[src/rtl/sobm_pkg.sv]
// Shared types, constants and kernel helpers for the RGB Sobel magnitude block.
`timescale 1ns / 1ps
package sobm_pkg;

    localparam int MAX_WIDTH    = 1024;
    localparam int RING_ROWS    = 3;
    localparam int RAM_DEPTH    = RING_ROWS * MAX_WIDTH;
    localparam int ADDR_W       = $clog2(RAM_DEPTH);
    localparam int COL_W        = $clog2(MAX_WIDTH);
    localparam int HEIGHT_LIMIT = 4096;
    localparam int WCFG_W       = 11;
    localparam int HCFG_W       = 13;
    localparam int OROW_W       = $clog2(HEIGHT_LIMIT);
    localparam int POS_W        = 22;
    localparam int GRAD_W       = 12;
    localparam int SUM_W        = 21;
    localparam int ROOT_BITS    = 8;
    localparam int ROOT_CNT_W   = 4;
    localparam int CAP_SUM      = 65280;

    typedef logic [23:0] pixel_t;
    typedef logic [1:0]  ring_t;
    typedef logic [1:0]  tap_t;

    typedef enum logic [1:0] {
        ST_IDLE,
        ST_FETCH,
        ST_ROOT,
        ST_DONE
    } state_t;

    localparam logic KIND_PIXEL = 1'b0;
    localparam logic KIND_FLUSH = 1'b1;

    localparam logic REG_WIDTH  = 1'b0;
    localparam logic REG_HEIGHT = 1'b1;

    function automatic logic [ADDR_W-1:0] ring_addr(input ring_t ring,
                                                    input logic [COL_W-1:0] col);
        return ADDR_W'(ring) * ADDR_W'(MAX_WIDTH) + ADDR_W'(col);
    endfunction

    function automatic logic signed [2:0] kern_x(input tap_t k, input tap_t l);
        logic signed [2:0] m;
        logic signed [2:0] r;
        m = (k == 2'd1) ? 3'sd2 : 3'sd1;
        case (l)
            2'd0:    r = -m;
            2'd2:    r = m;
            default: r = 3'sd0;
        endcase
        return r;
    endfunction

    function automatic logic signed [2:0] kern_y(input tap_t k, input tap_t l);
        logic signed [2:0] m;
        logic signed [2:0] r;
        m = (l == 2'd1) ? 3'sd2 : 3'sd1;
        case (k)
            2'd0:    r = -m;
            2'd2:    r = m;
            default: r = 3'sd0;
        endcase
        return r;
    endfunction

    function automatic logic signed [GRAD_W-1:0] tap_term(input logic [7:0] v,
                                                          input logic signed [2:0] wt);
        logic signed [GRAD_W-1:0] sv;
        logic signed [GRAD_W-1:0] r;
        sv = $signed({{(GRAD_W-8){1'b0}}, v});
        case (wt)
            3'b001:  r = sv;
            3'b111:  r = -sv;
            3'b010:  r = sv <<< 1;
            3'b110:  r = -(sv <<< 1);
            default: r = '0;
        endcase
        return r;
    endfunction

endpackage

[src/rtl/sobm_mag.sv]
// Gradient magnitude for one channel: squares, bitwise root, rounding and cap.
`timescale 1ns / 1ps
module sobm_mag (
    input  logic                               clk,
    input  logic                               rst_n,
    input  logic                               start,
    input  logic signed [sobm_pkg::GRAD_W-1:0] gx,
    input  logic signed [sobm_pkg::GRAD_W-1:0] gy,
    output logic                               done,
    output logic [7:0]                         mag
);
    logic [sobm_pkg::SUM_W-1:0]      s_reg;
    logic [sobm_pkg::SUM_W-1:0]      s_next;
    logic [7:0]                      n_reg;
    logic [7:0]                      n_next;
    logic [sobm_pkg::ROOT_CNT_W-1:0] cnt_reg;
    logic [sobm_pkg::ROOT_CNT_W-1:0] cnt_next;
    logic signed [2*sobm_pkg::GRAD_W-1:0] sqx;
    logic signed [2*sobm_pkg::GRAD_W-1:0] sqy;
    logic [7:0]                      bit_sel;
    logic [7:0]                      trial;
    logic [15:0]                     trial_sq;
    logic [16:0]                     round_lim;

    assign sqx      = gx * gx;
    assign sqy      = gy * gy;
    assign bit_sel  = 8'd1 << (cnt_reg - sobm_pkg::ROOT_CNT_W'(2));
    assign trial    = n_reg | bit_sel;
    assign trial_sq = 16'(trial) * 16'(trial);

    always_comb
    begin
        s_next   = s_reg;
        n_next   = n_reg;
        cnt_next = cnt_reg;
        if (start)
        begin
            s_next   = sobm_pkg::SUM_W'(sqx) + sobm_pkg::SUM_W'(sqy);
            n_next   = '0;
            cnt_next = sobm_pkg::ROOT_CNT_W'(sobm_pkg::ROOT_BITS + 1);
        end
        else if (cnt_reg > sobm_pkg::ROOT_CNT_W'(1))
        begin
            if (sobm_pkg::SUM_W'(trial_sq) <= s_reg)
            begin
                n_next = trial;
            end
            cnt_next = cnt_reg - sobm_pkg::ROOT_CNT_W'(1);
        end
        else if (cnt_reg == sobm_pkg::ROOT_CNT_W'(1))
        begin
            cnt_next = '0;
        end
    end

    always_ff @(posedge clk or negedge rst_n)
    begin
        if (!rst_n)
        begin
            cnt_reg <= '0;
        end
        else
        begin
            cnt_reg <= cnt_next;
        end
    end

    always_ff @(posedge clk)
    begin
        s_reg <= s_next;
        n_reg <= n_next;
    end

    assign round_lim = 17'(16'(n_reg) * 16'(n_reg)) + 17'(n_reg);
    assign done      = (cnt_reg == sobm_pkg::ROOT_CNT_W'(1));

    always_comb
    begin
        if (s_reg > sobm_pkg::SUM_W'(sobm_pkg::CAP_SUM))
        begin
            mag = 8'hFF;
        end
        else if (s_reg > sobm_pkg::SUM_W'(round_lim))
        begin
            mag = n_reg + 8'd1;
        end
        else
        begin
            mag = n_reg;
        end
    end
endmodule
[config.mk]
export PLATFORM = sky130hd
export DESIGN_NAME = sobm_mag
export DESIGN_NICKNAME = d
export VERILOG_FILES = /design/src/rtl/sobm_pkg.sv /design/src/rtl/sobm_mag.sv
export SDC_FILE = /design/constraint.sdc
export NUM_CORES = 1
export LEC_CHECK = 0
export BUFFER_PORTS_ARGS = -buffer_cell sky130_fd_sc_hd__buf_2
export CAP_MARGIN = 5
export CORE_MARGIN = 5
export CORE_UTILIZATION = 57
export CTS_CLUSTER_SIZE = 14
export DETAILED_ROUTE_END_ITERATION = 10
export PLACE_DENSITY = 0.77
export SLEW_MARGIN = 20
export SYNTH_ARGS = -nofsm -noshare
export SYNTH_HDL_FRONTEND = slang
export SYNTH_SLANG_ARGS = --single-unit
[constraint.sdc]
create_clock -name clk -period 7.06 [get_ports clk]
set_input_delay 0.706 -clock clk [delete_from_list [all_inputs] [get_ports clk]]
set_output_delay 0.706 -clock clk [all_outputs]
set_load 0.005 [all_outputs]
-- Word-level counts from Yosys, hierarchy flattened
Index checks and enable logic that the tools add are counted.
- bits in registers: 33
- output and inout port bits: 9
- logic and storage cells: 26
- $add $sub $neg: 5
- multipliers: 4
- magnitude comparators: 4
- equal/unequal tests: 1
- shifts and indexed selects: 1
- muxes and demuxes: 5
- bitwise logic cells: 1
- reductions and logical operators: 2
- operators by type and width (cell ; number):
    12-bit by 12-bit multiplier with 21-bit output ; 2
    8-bit by 8-bit multiplier with 16-bit output ; 2
    21-bit adder ; 1
    21-bit by 16-bit > comparator with 1-bit output (second input constant) ; 1
    21-bit by 17-bit > comparator with 1-bit output ; 1
    16-bit by 21-bit less-or-equal comparator with 1-bit output ; 1
    16-bit by 8-bit adder with 17-bit output ; 1
    8-bit two-way mux ; 2
    4-bit two-way mux ; 3
    8-bit by 1-bit adder with 8-bit output (second input constant) ; 1
    8-bit OR ; 1
    1-bit by 4-bit left shift with 8-bit output (first input constant) ; 1
    4-bit by 1-bit == test with 1-bit output (second input constant) ; 1
    4-bit by 1-bit > comparator with 1-bit output (second input constant) ; 1
    4-bit by 1-bit subtractor with 4-bit output (second input constant) ; 1
    4-bit by 2-bit subtractor with 4-bit output (second input constant) ; 1
    3-bit nonzero test ; 1
    2-bit AND reduction ; 1

-- Logic depth before layout (Yosys ltp)
Gate-level depths: netlist of the first run.
- depth in word-level cells: 6
- gate-level depth with buffers: 31

-- Least setup slack after synthesis of the first run
No wires, ideal clock.
- path type: register to output
- from: register n_reg[5]
- to: output port mag[3]
- arrival: 6026 ps
- slack: 328 ps
- cell stages (with the launch flop): 24
- path through: dfxtp_1 clkbuf_1 clkinv_1 nor2_1 fa_1 fa_1 fa_1 inv_1 fa_1 inv_1 ha_1 o21a_1 o21a_1 o22a_1 a31o_1 a21oi_1 xor2_1 ha_1 and3_1 nand3_2 or4_4 a21boi_4 and4_4 o21ai_1
- cells in the longest elaborated chain, start to end: 5
- RTL lines (element ; line ; RTL):
    from (decl) ; sobm_mag.sv:14 ; logic [7:0] n_reg;
    from (signal assigned) ; sobm_mag.sv:71 ; n_reg <= n_next;
    8-bit by 8-bit multiplier with 16-bit output ; sobm_mag.sv:74 ; assign round_lim = 17'(16'(n_reg) * 16'(n_reg)) + 17'(n_reg);
    16-bit by 8-bit adder with 17-bit output (*) ; sobm_mag.sv:74 ;
    21-bit by 17-bit > comparator with 1-bit output (*) ; sobm_mag.sv:83 ; else if (s_reg > sobm_pkg::SUM_W'(round_lim))
    8-bit two-way mux (*) ; sobm_mag.sv:83 ;
    8-bit two-way mux (*) ; sobm_mag.sv:79 ; if (s_reg > sobm_pkg::SUM_W'(sobm_pkg::CAP_SUM))
    to (decl) ; sobm_mag.sv:10 ; output logic [7:0] mag
Every way passes the cells marked *; elsewhere a longest branch is shown, timed or not.

-- Worst setup path after layout of the first run
- from: register n_reg[4]
- to: output port mag[3]
The elaborated chain is that of the path after synthesis.

==> results of run 1 <==
-- layer usage --
layer	GRT usage [%]	part of all wire, %	vias up
met5	0	0	-
met4	5.36	2.6	0
met3	1.81	2.9	53
met2	38.3	51	178
met1	27.7	43	4858
li1	-	-	4643
-- cells by family (layout without fill, tap and decap cells) --
kind of cell | count (synthesis) | in the layout | share of synthesized area (%)
xor+xnor | 81 | 81 | 4.97
compound gates | 133 | 133 | 6.15
simple gates | 342 | 342 | 12.2
mux | 2 | 2 | 0.149
flops | 33 | 33 | 6.24
fa+ha+maj | 488 | 488 | 58.6
buf+inv | 440 | 472 | 11.7
-- through the flow --
stage	hold slack, ns	instance area, um^2	setup TNS (ns)	setup slack (ns)	std cells
2_1_floorplan	0.410	14300	0	0.328	1519
3_3_place_gp	0.512	14900	0	0.218	1867
3_5_place_dp	0.520	14900	0	0.0927	1867
4_1_cts	0.219	15000	0	0.00122	1875
5_1_grt	0.226	15200	-0.0642	-0.0313	1881
6_report	0.219	15200	0	0.235	1881
-- worst min path at each step --
stage                     slack [ns]         end  start
after floorplan                 0.41  cnt_reg[0]  rst_n
after global placement          0.51  cnt_reg[3]  rst_n
after detailed placement        0.52  cnt_reg[3]  rst_n
after CTS                       0.22  cnt_reg[3]  rst_n
after global routing            0.23  cnt_reg[3]  rst_n
final                           0.22  cnt_reg[3]  rst_n
-- worst reg2reg max path, delay by kind of cell (launching register included) --
| kind | cells | cell delay, ns |
|---|---|---|
| AO/OA/AOI/OAI | 8 | 1.12 |
| XOR/XNOR | 2 | 0.39 |
| adder cells (fa/ha/maj) | 7 | 2.99 |
| buffers and inverters | 5 | 0.53 |
| flip-flops | 1 | 0.39 |
| AND/OR/NAND/NOR | 6 | 1.12 |
-- synth_stat cells (17+ instances only) --
| cell type | instances | area share [%] |
|---|---|---|
| a21oi_1 | 46 | 1.6 |
| and2_1 | 89 | 3.9 |
| clkbuf_1 | 36 | 0.95 |
| edfxtp_1 | 21 | 4.4 |
| fa_1 | 301 | 42 |
| ha_1 | 187 | 16 |
| inv_1 | 396 | 10 |
| nand2_1 | 85 | 2.2 |
| nand2b_1 | 17 | 0.74 |
| nor2_1 | 74 | 1.9 |
| nor3_1 | 17 | 0.60 |
| o21a_1 | 20 | 1.1 |
| xnor2_1 | 62 | 3.8 |
| xor2_1 | 19 | 1.2 |
-- final cells by class --
type	instances	area share [%]
Inverter	399	9.87
Tap cell	330	2.72
Timing Repair Buffer	65	2.65
Multi-Input combinational cell	1046	77.8
Sequential cell	33	6.03
Clock inverter	2	0.0659
Clock buffer	6	0.849
-- repair_timing --
action,in CTS,in global routing
endpoints found under the hold margin,0,0
gates cloned,0,0
resized for setup,11,24
endpoints found under the setup margin,8,16
setup buffers,0,6
pin swaps,0,13
==> out/metrics.yaml, run 1 <==
global_route:
  track_usage_pct: 21.2
  antenna_found_initial: 0
  grt_pass1_wl_mm: 50.3
  grt-ovfl-total: 0
  grt_pass1_vias: 11000
  grt_max_degree: 34
critical_path:
  slowest_stage: "fa_1"
  path_depth: 22
  r2r_setup_slack_ns: 0.40
  cp-start-kind: "flop"
  crit_top_cell: "fa_1"
  r2r_cells: 28
  critPathRequiredTime_ns: 6.35
  cp_top_family: "adder cells"
  crit_end: "mag[3]"
  path_buf_inv: 4
  startpoint: "n_reg[4]"
  reg2reg_to: "n_reg[4]"
  crit_arrival_ns: 6.12
  path_class: "reg -> out"
  slowest_delay_ns: 0.54
  crit_path_end_kind: "output port"
  r2r-start: "cnt_reg[1]"
  path_cells: "nand2_2 > fa_1 > fa_1 > inv_1 > fa_1 > inv_1 > fa_1 > inv_1 > ha_1 > or3_4 > a211o_1 > a31o_1 > a21oi_1 > xor2_1 > ha_1 > and3_4 > nand3_2 > or4_4 > a21boi_4 > and4_4 > o21ai_1 > buf_2"
  cp_max_fo: 9
hold_path:
  hold_path_class: "in -> async"
timing:
  setup_viol: 0
  max_freq_ghz: 0.147
  fin_skew_ns: 0.00358
  period_share_pct: 96.7
  min_period_ns: 6.83
  finalMaxSlewViolations: 0
  timing.final.hold_violations: 0
  relSlewSlack_pct: 52.4
  tightest_slew_ns: 0.715
finish:
  finalNetCount: 2065
  final_core_util_pct: 60.8
  diodes: 0
  layout-drive-gt1-share_pct: 7.29
  fillerInstances: 2046
  largest_register_ffs: 21
  final_cell_mix: "inv_1 (396), fa_1 (301), ha_1 (186)"
  multiInputGateArea_um2: 11800
  synthToLayoutAreaGrowth_pct: 6.25
  seq_area_um2: 916
  final_common_cell: "inv_1"
synth:
  synth_cell_types: 61
  yosysSeqAreaShare_pct: 6.24
  ys_async_sr_fraction_pct: 12.1
  ys_ff_latch: 33
  synth_area_um2: 14300
  synth_fp_nets: 2034
  syn_avg_cell_area_um2: 9.41
  synth_edf_count: 21
  ys_warn_count: 0
  synth_cells: 1519
  synth_ff_type: "edfxtp_1"
detailed_routing:
  drt_iter0_markers: 402
  via_count: 9732
  vias_per_cell: 5.17
  remaining_drc_errors: 0
  ant_nets: 0
  dr.pass1.iters: 7
  wl_per_cell_um: 15.0
  drt-total-wl_mm: 28.2
cts:
  postCtsHoldBufs: 0
  clk_latency_ns: 0.28
  cts_buffers: 5
  cts_buffer_depth: 2
  clock-root-buffer: "clkbuf_16"
  clk_pin_slew_ns: 0.05
  clock_sinks: 33
  cts_tree: "done"
  htreeDepth: 2
floorplanning:
  die_w_um: 168
  start_util_pct: 57.2
  fp.dieArea_um2: 28300
  pin_count: 36
  die_y_um: 168
  coreArea_um2: 25000
  row_count: 58
placed_design:
  gp_congestion: 0.889
  io_buffers: 35
  dp_hpwl_mm: 25.7
run:
  timing.max_cap.violations: 0
status:
  outcome: "finished clean"
Power of run 1 is not shown: default switching activity piles up to over one toggle a cycle in this logic, so the estimate is an artifact.
==> run 2, diff against run 1 <==
--- a/config.mk
+++ b/config.mk
@@ -12,6 +12,7 @@
 export CTS_CLUSTER_SIZE = 14
 export DETAILED_ROUTE_END_ITERATION = 10
 export PLACE_DENSITY = 0.77
+export RECOVER_POWER = 100
 export SLEW_MARGIN = 20
 export SYNTH_ARGS = -nofsm -noshare
 export SYNTH_HDL_FRONTEND = slang
==> run 2 against run 1 <==
  * The run now ends with max-capacitance violations, max-slew violations left
  * Global-route usage stayed put
  * Hold slack better by 0.029 ns
  * Wire length hardly changed
  * Worst setup slack hardly changed
  * Clock skew hardly changed
  * Sequential share of layout area hardly changed
  * Maximum frequency hardly changed
  * Non-clock buffer count stayed put
  * Critical path depth stayed put
  * Largest cell class unchanged
  * Via count hardly changed
  * Flip-flop and latch count stayed put
  * Utilization hardly changed
==> out/metrics.yaml, run 2 (synthesized netlist as in run 1, its figures left out) <==
timing:
  hold-worst-slack_ns: 0.248
  finalMaxSlewViolations: 34
  setup_tns_ns: 0
  timing.final.hold_violations: 0
  fin_skew_ns: 0.00358
  period_share_pct: 96.7
  tightest_slew_ns: 1.72
  max_freq_ghz: 0.147
  setup_viol: 0
  relSlewSlack_pct: -14.7
  min_period_ns: 6.83
critical_path:
  critPathRequiredTime_ns: 6.35
  cp_max_fo: 9
  reg2reg_to: "n_reg[4]"
  path_class: "reg -> out"
  crit_path_end_kind: "output port"
  crit_end: "mag[3]"
  crit_arrival_ns: 6.12
  cp-start-kind: "flop"
  r2r-start: "cnt_reg[1]"
  r2r_cells: 28
  startpoint: "n_reg[4]"
  r2r_setup_slack_ns: 0.40
cts:
  clock_sinks: 33
  cts_buffers: 5
  cts_buffer_depth: 2
  clock-root-buffer: "clkbuf_16"
  clk_pin_slew_ns: 0.05
  clk_latency_ns: 0.28
  htreeDepth: 2
  postCtsHoldBufs: 0
  cts_tree: "done"
floorplanning:
  pin_count: 36
  die_y_um: 168
  start_util_pct: 57.2
  fp.dieArea_um2: 28300
  coreArea_um2: 25000
  row_count: 58
  die_w_um: 168
detailed_routing:
  remaining_drc_errors: 0
  via_count: 9736
  drt_iter0_markers: 404
  drt-total-wl_mm: 28.2
  ant_nets: 0
  dr.pass1.iters: 7
  vias_per_cell: 5.18
  wl_per_cell_um: 15.0
hold_path:
  hold_path_class: "in -> async"
finish:
  final_common_cell: "inv_1"
  synthToLayoutAreaGrowth_pct: 6.21
  layout-drive-gt1-share_pct: 6.90
  finalNetCount: 2065
  diodes: 0
  largest_register_ffs: 21
  final_cell_mix: "inv_1 (397), fa_1 (301), ha_1 (186)"
global_route:
  track_usage_pct: 21.2
  grt_pass1_wl_mm: 50.3
  grt_max_degree: 34
  grt_pass1_vias: 11000
  grt-ovfl-total: 0
  antenna_found_initial: 0
status:
  violations: "max-capacitance violations, max-slew violations"
  outcome: "finished with violations"
placed_design:
  io_buffers: 35
  gp_congestion: 0.889
  dp_hpwl_mm: 25.7
run:
  timing.max_cap.violations: 1
run 2: cell count changes in the layout (fill, tap and decap cells not counted), sizes merged:
cell	before	now
clkbuf	7	12
buf	64	59
run 2: critical path, stage by stage, from the launching register on:
cell and delay [ns]:
dfxtp_4 0.42, nand2_2 0.10, fa_1 0.52, fa_1 0.54, inv_1 0.06, fa_1 0.54, inv_1 0.06, fa_1 0.53
inv_1 0.04, ha_1 0.22, or3_4 0.38, a211o_1 0.28, a31o_1 0.22, a21oi_1 0.16, xor2_1 0.10, ha_1 0.28
and3_4 0.20, nand3_2 0.08, or4_4 0.47, a21boi_4 0.18, and4_4 0.20, o21ai_1 0.12, buf_2 0.13
run 2: worst min path at each step:
| stage | from | endpoint |
|---|---|---|
| 2_1_floorplan | rst_n | cnt_reg[0] |
| 3_3_place_gp | rst_n | cnt_reg[3] |
| 3_5_place_dp | rst_n | cnt_reg[3] |
| 4_1_cts | rst_n | cnt_reg[3] |
| 5_1_grt | rst_n | cnt_reg[3] |
| 6_report | rst_n | cnt_reg[3] |
run 2: per-layer routing:
| layer | wire [um] | GRT usage, % |
|---|---|---|
| met5 | 0 | 0 |
| met4 | 728 | 5.36 |
| met3 | 838 | 1.81 |
| met2 | 14500 | 38.3 |
| met1 | 12200 | 27.7 |
run 2: metrics by stage:
| stage | setup WS (ns) | std cells | instance area, um^2 | utilization, % |
|---|---|---|---|---|
| final | 0.235 | 1881 | 15200 | 60.8 |
| after global routing | -0.0313 | 1881 | 15200 | 60.8 |
| after CTS | 0.00122 | 1875 | 15000 | 60.2 |
| after detailed placement | 0.0927 | 1867 | 14900 | 59.6 |
| after global placement | 0.218 | 1867 | 14900 | 59.6 |
| after floorplan | 0.328 | 1519 | 14300 | - |
run 2: final cells by class:
type | count | area (um^2)
sequential | 33 | 916
inverter | 399 | 1500
timing repair buffer | 65 | 395
clock inverter | 2 | 10.0
multi-input combinational | 1046 | 11800
tap | 330 | 413
fill | 2048 | 9790
clock buffer | 6 | 129
run 2: what timing repair did:
item / 4_1_cts / 5_1_grt
setup buffers: 0 / 6
pin swaps: 0 / 13
resized for setup: 11 / 24
endpoints found under the setup margin: 8 / 16
hold endpoints to repair: 0 / 0
cloned: 0 / 0
Power of run 2 is left out for the same reason.
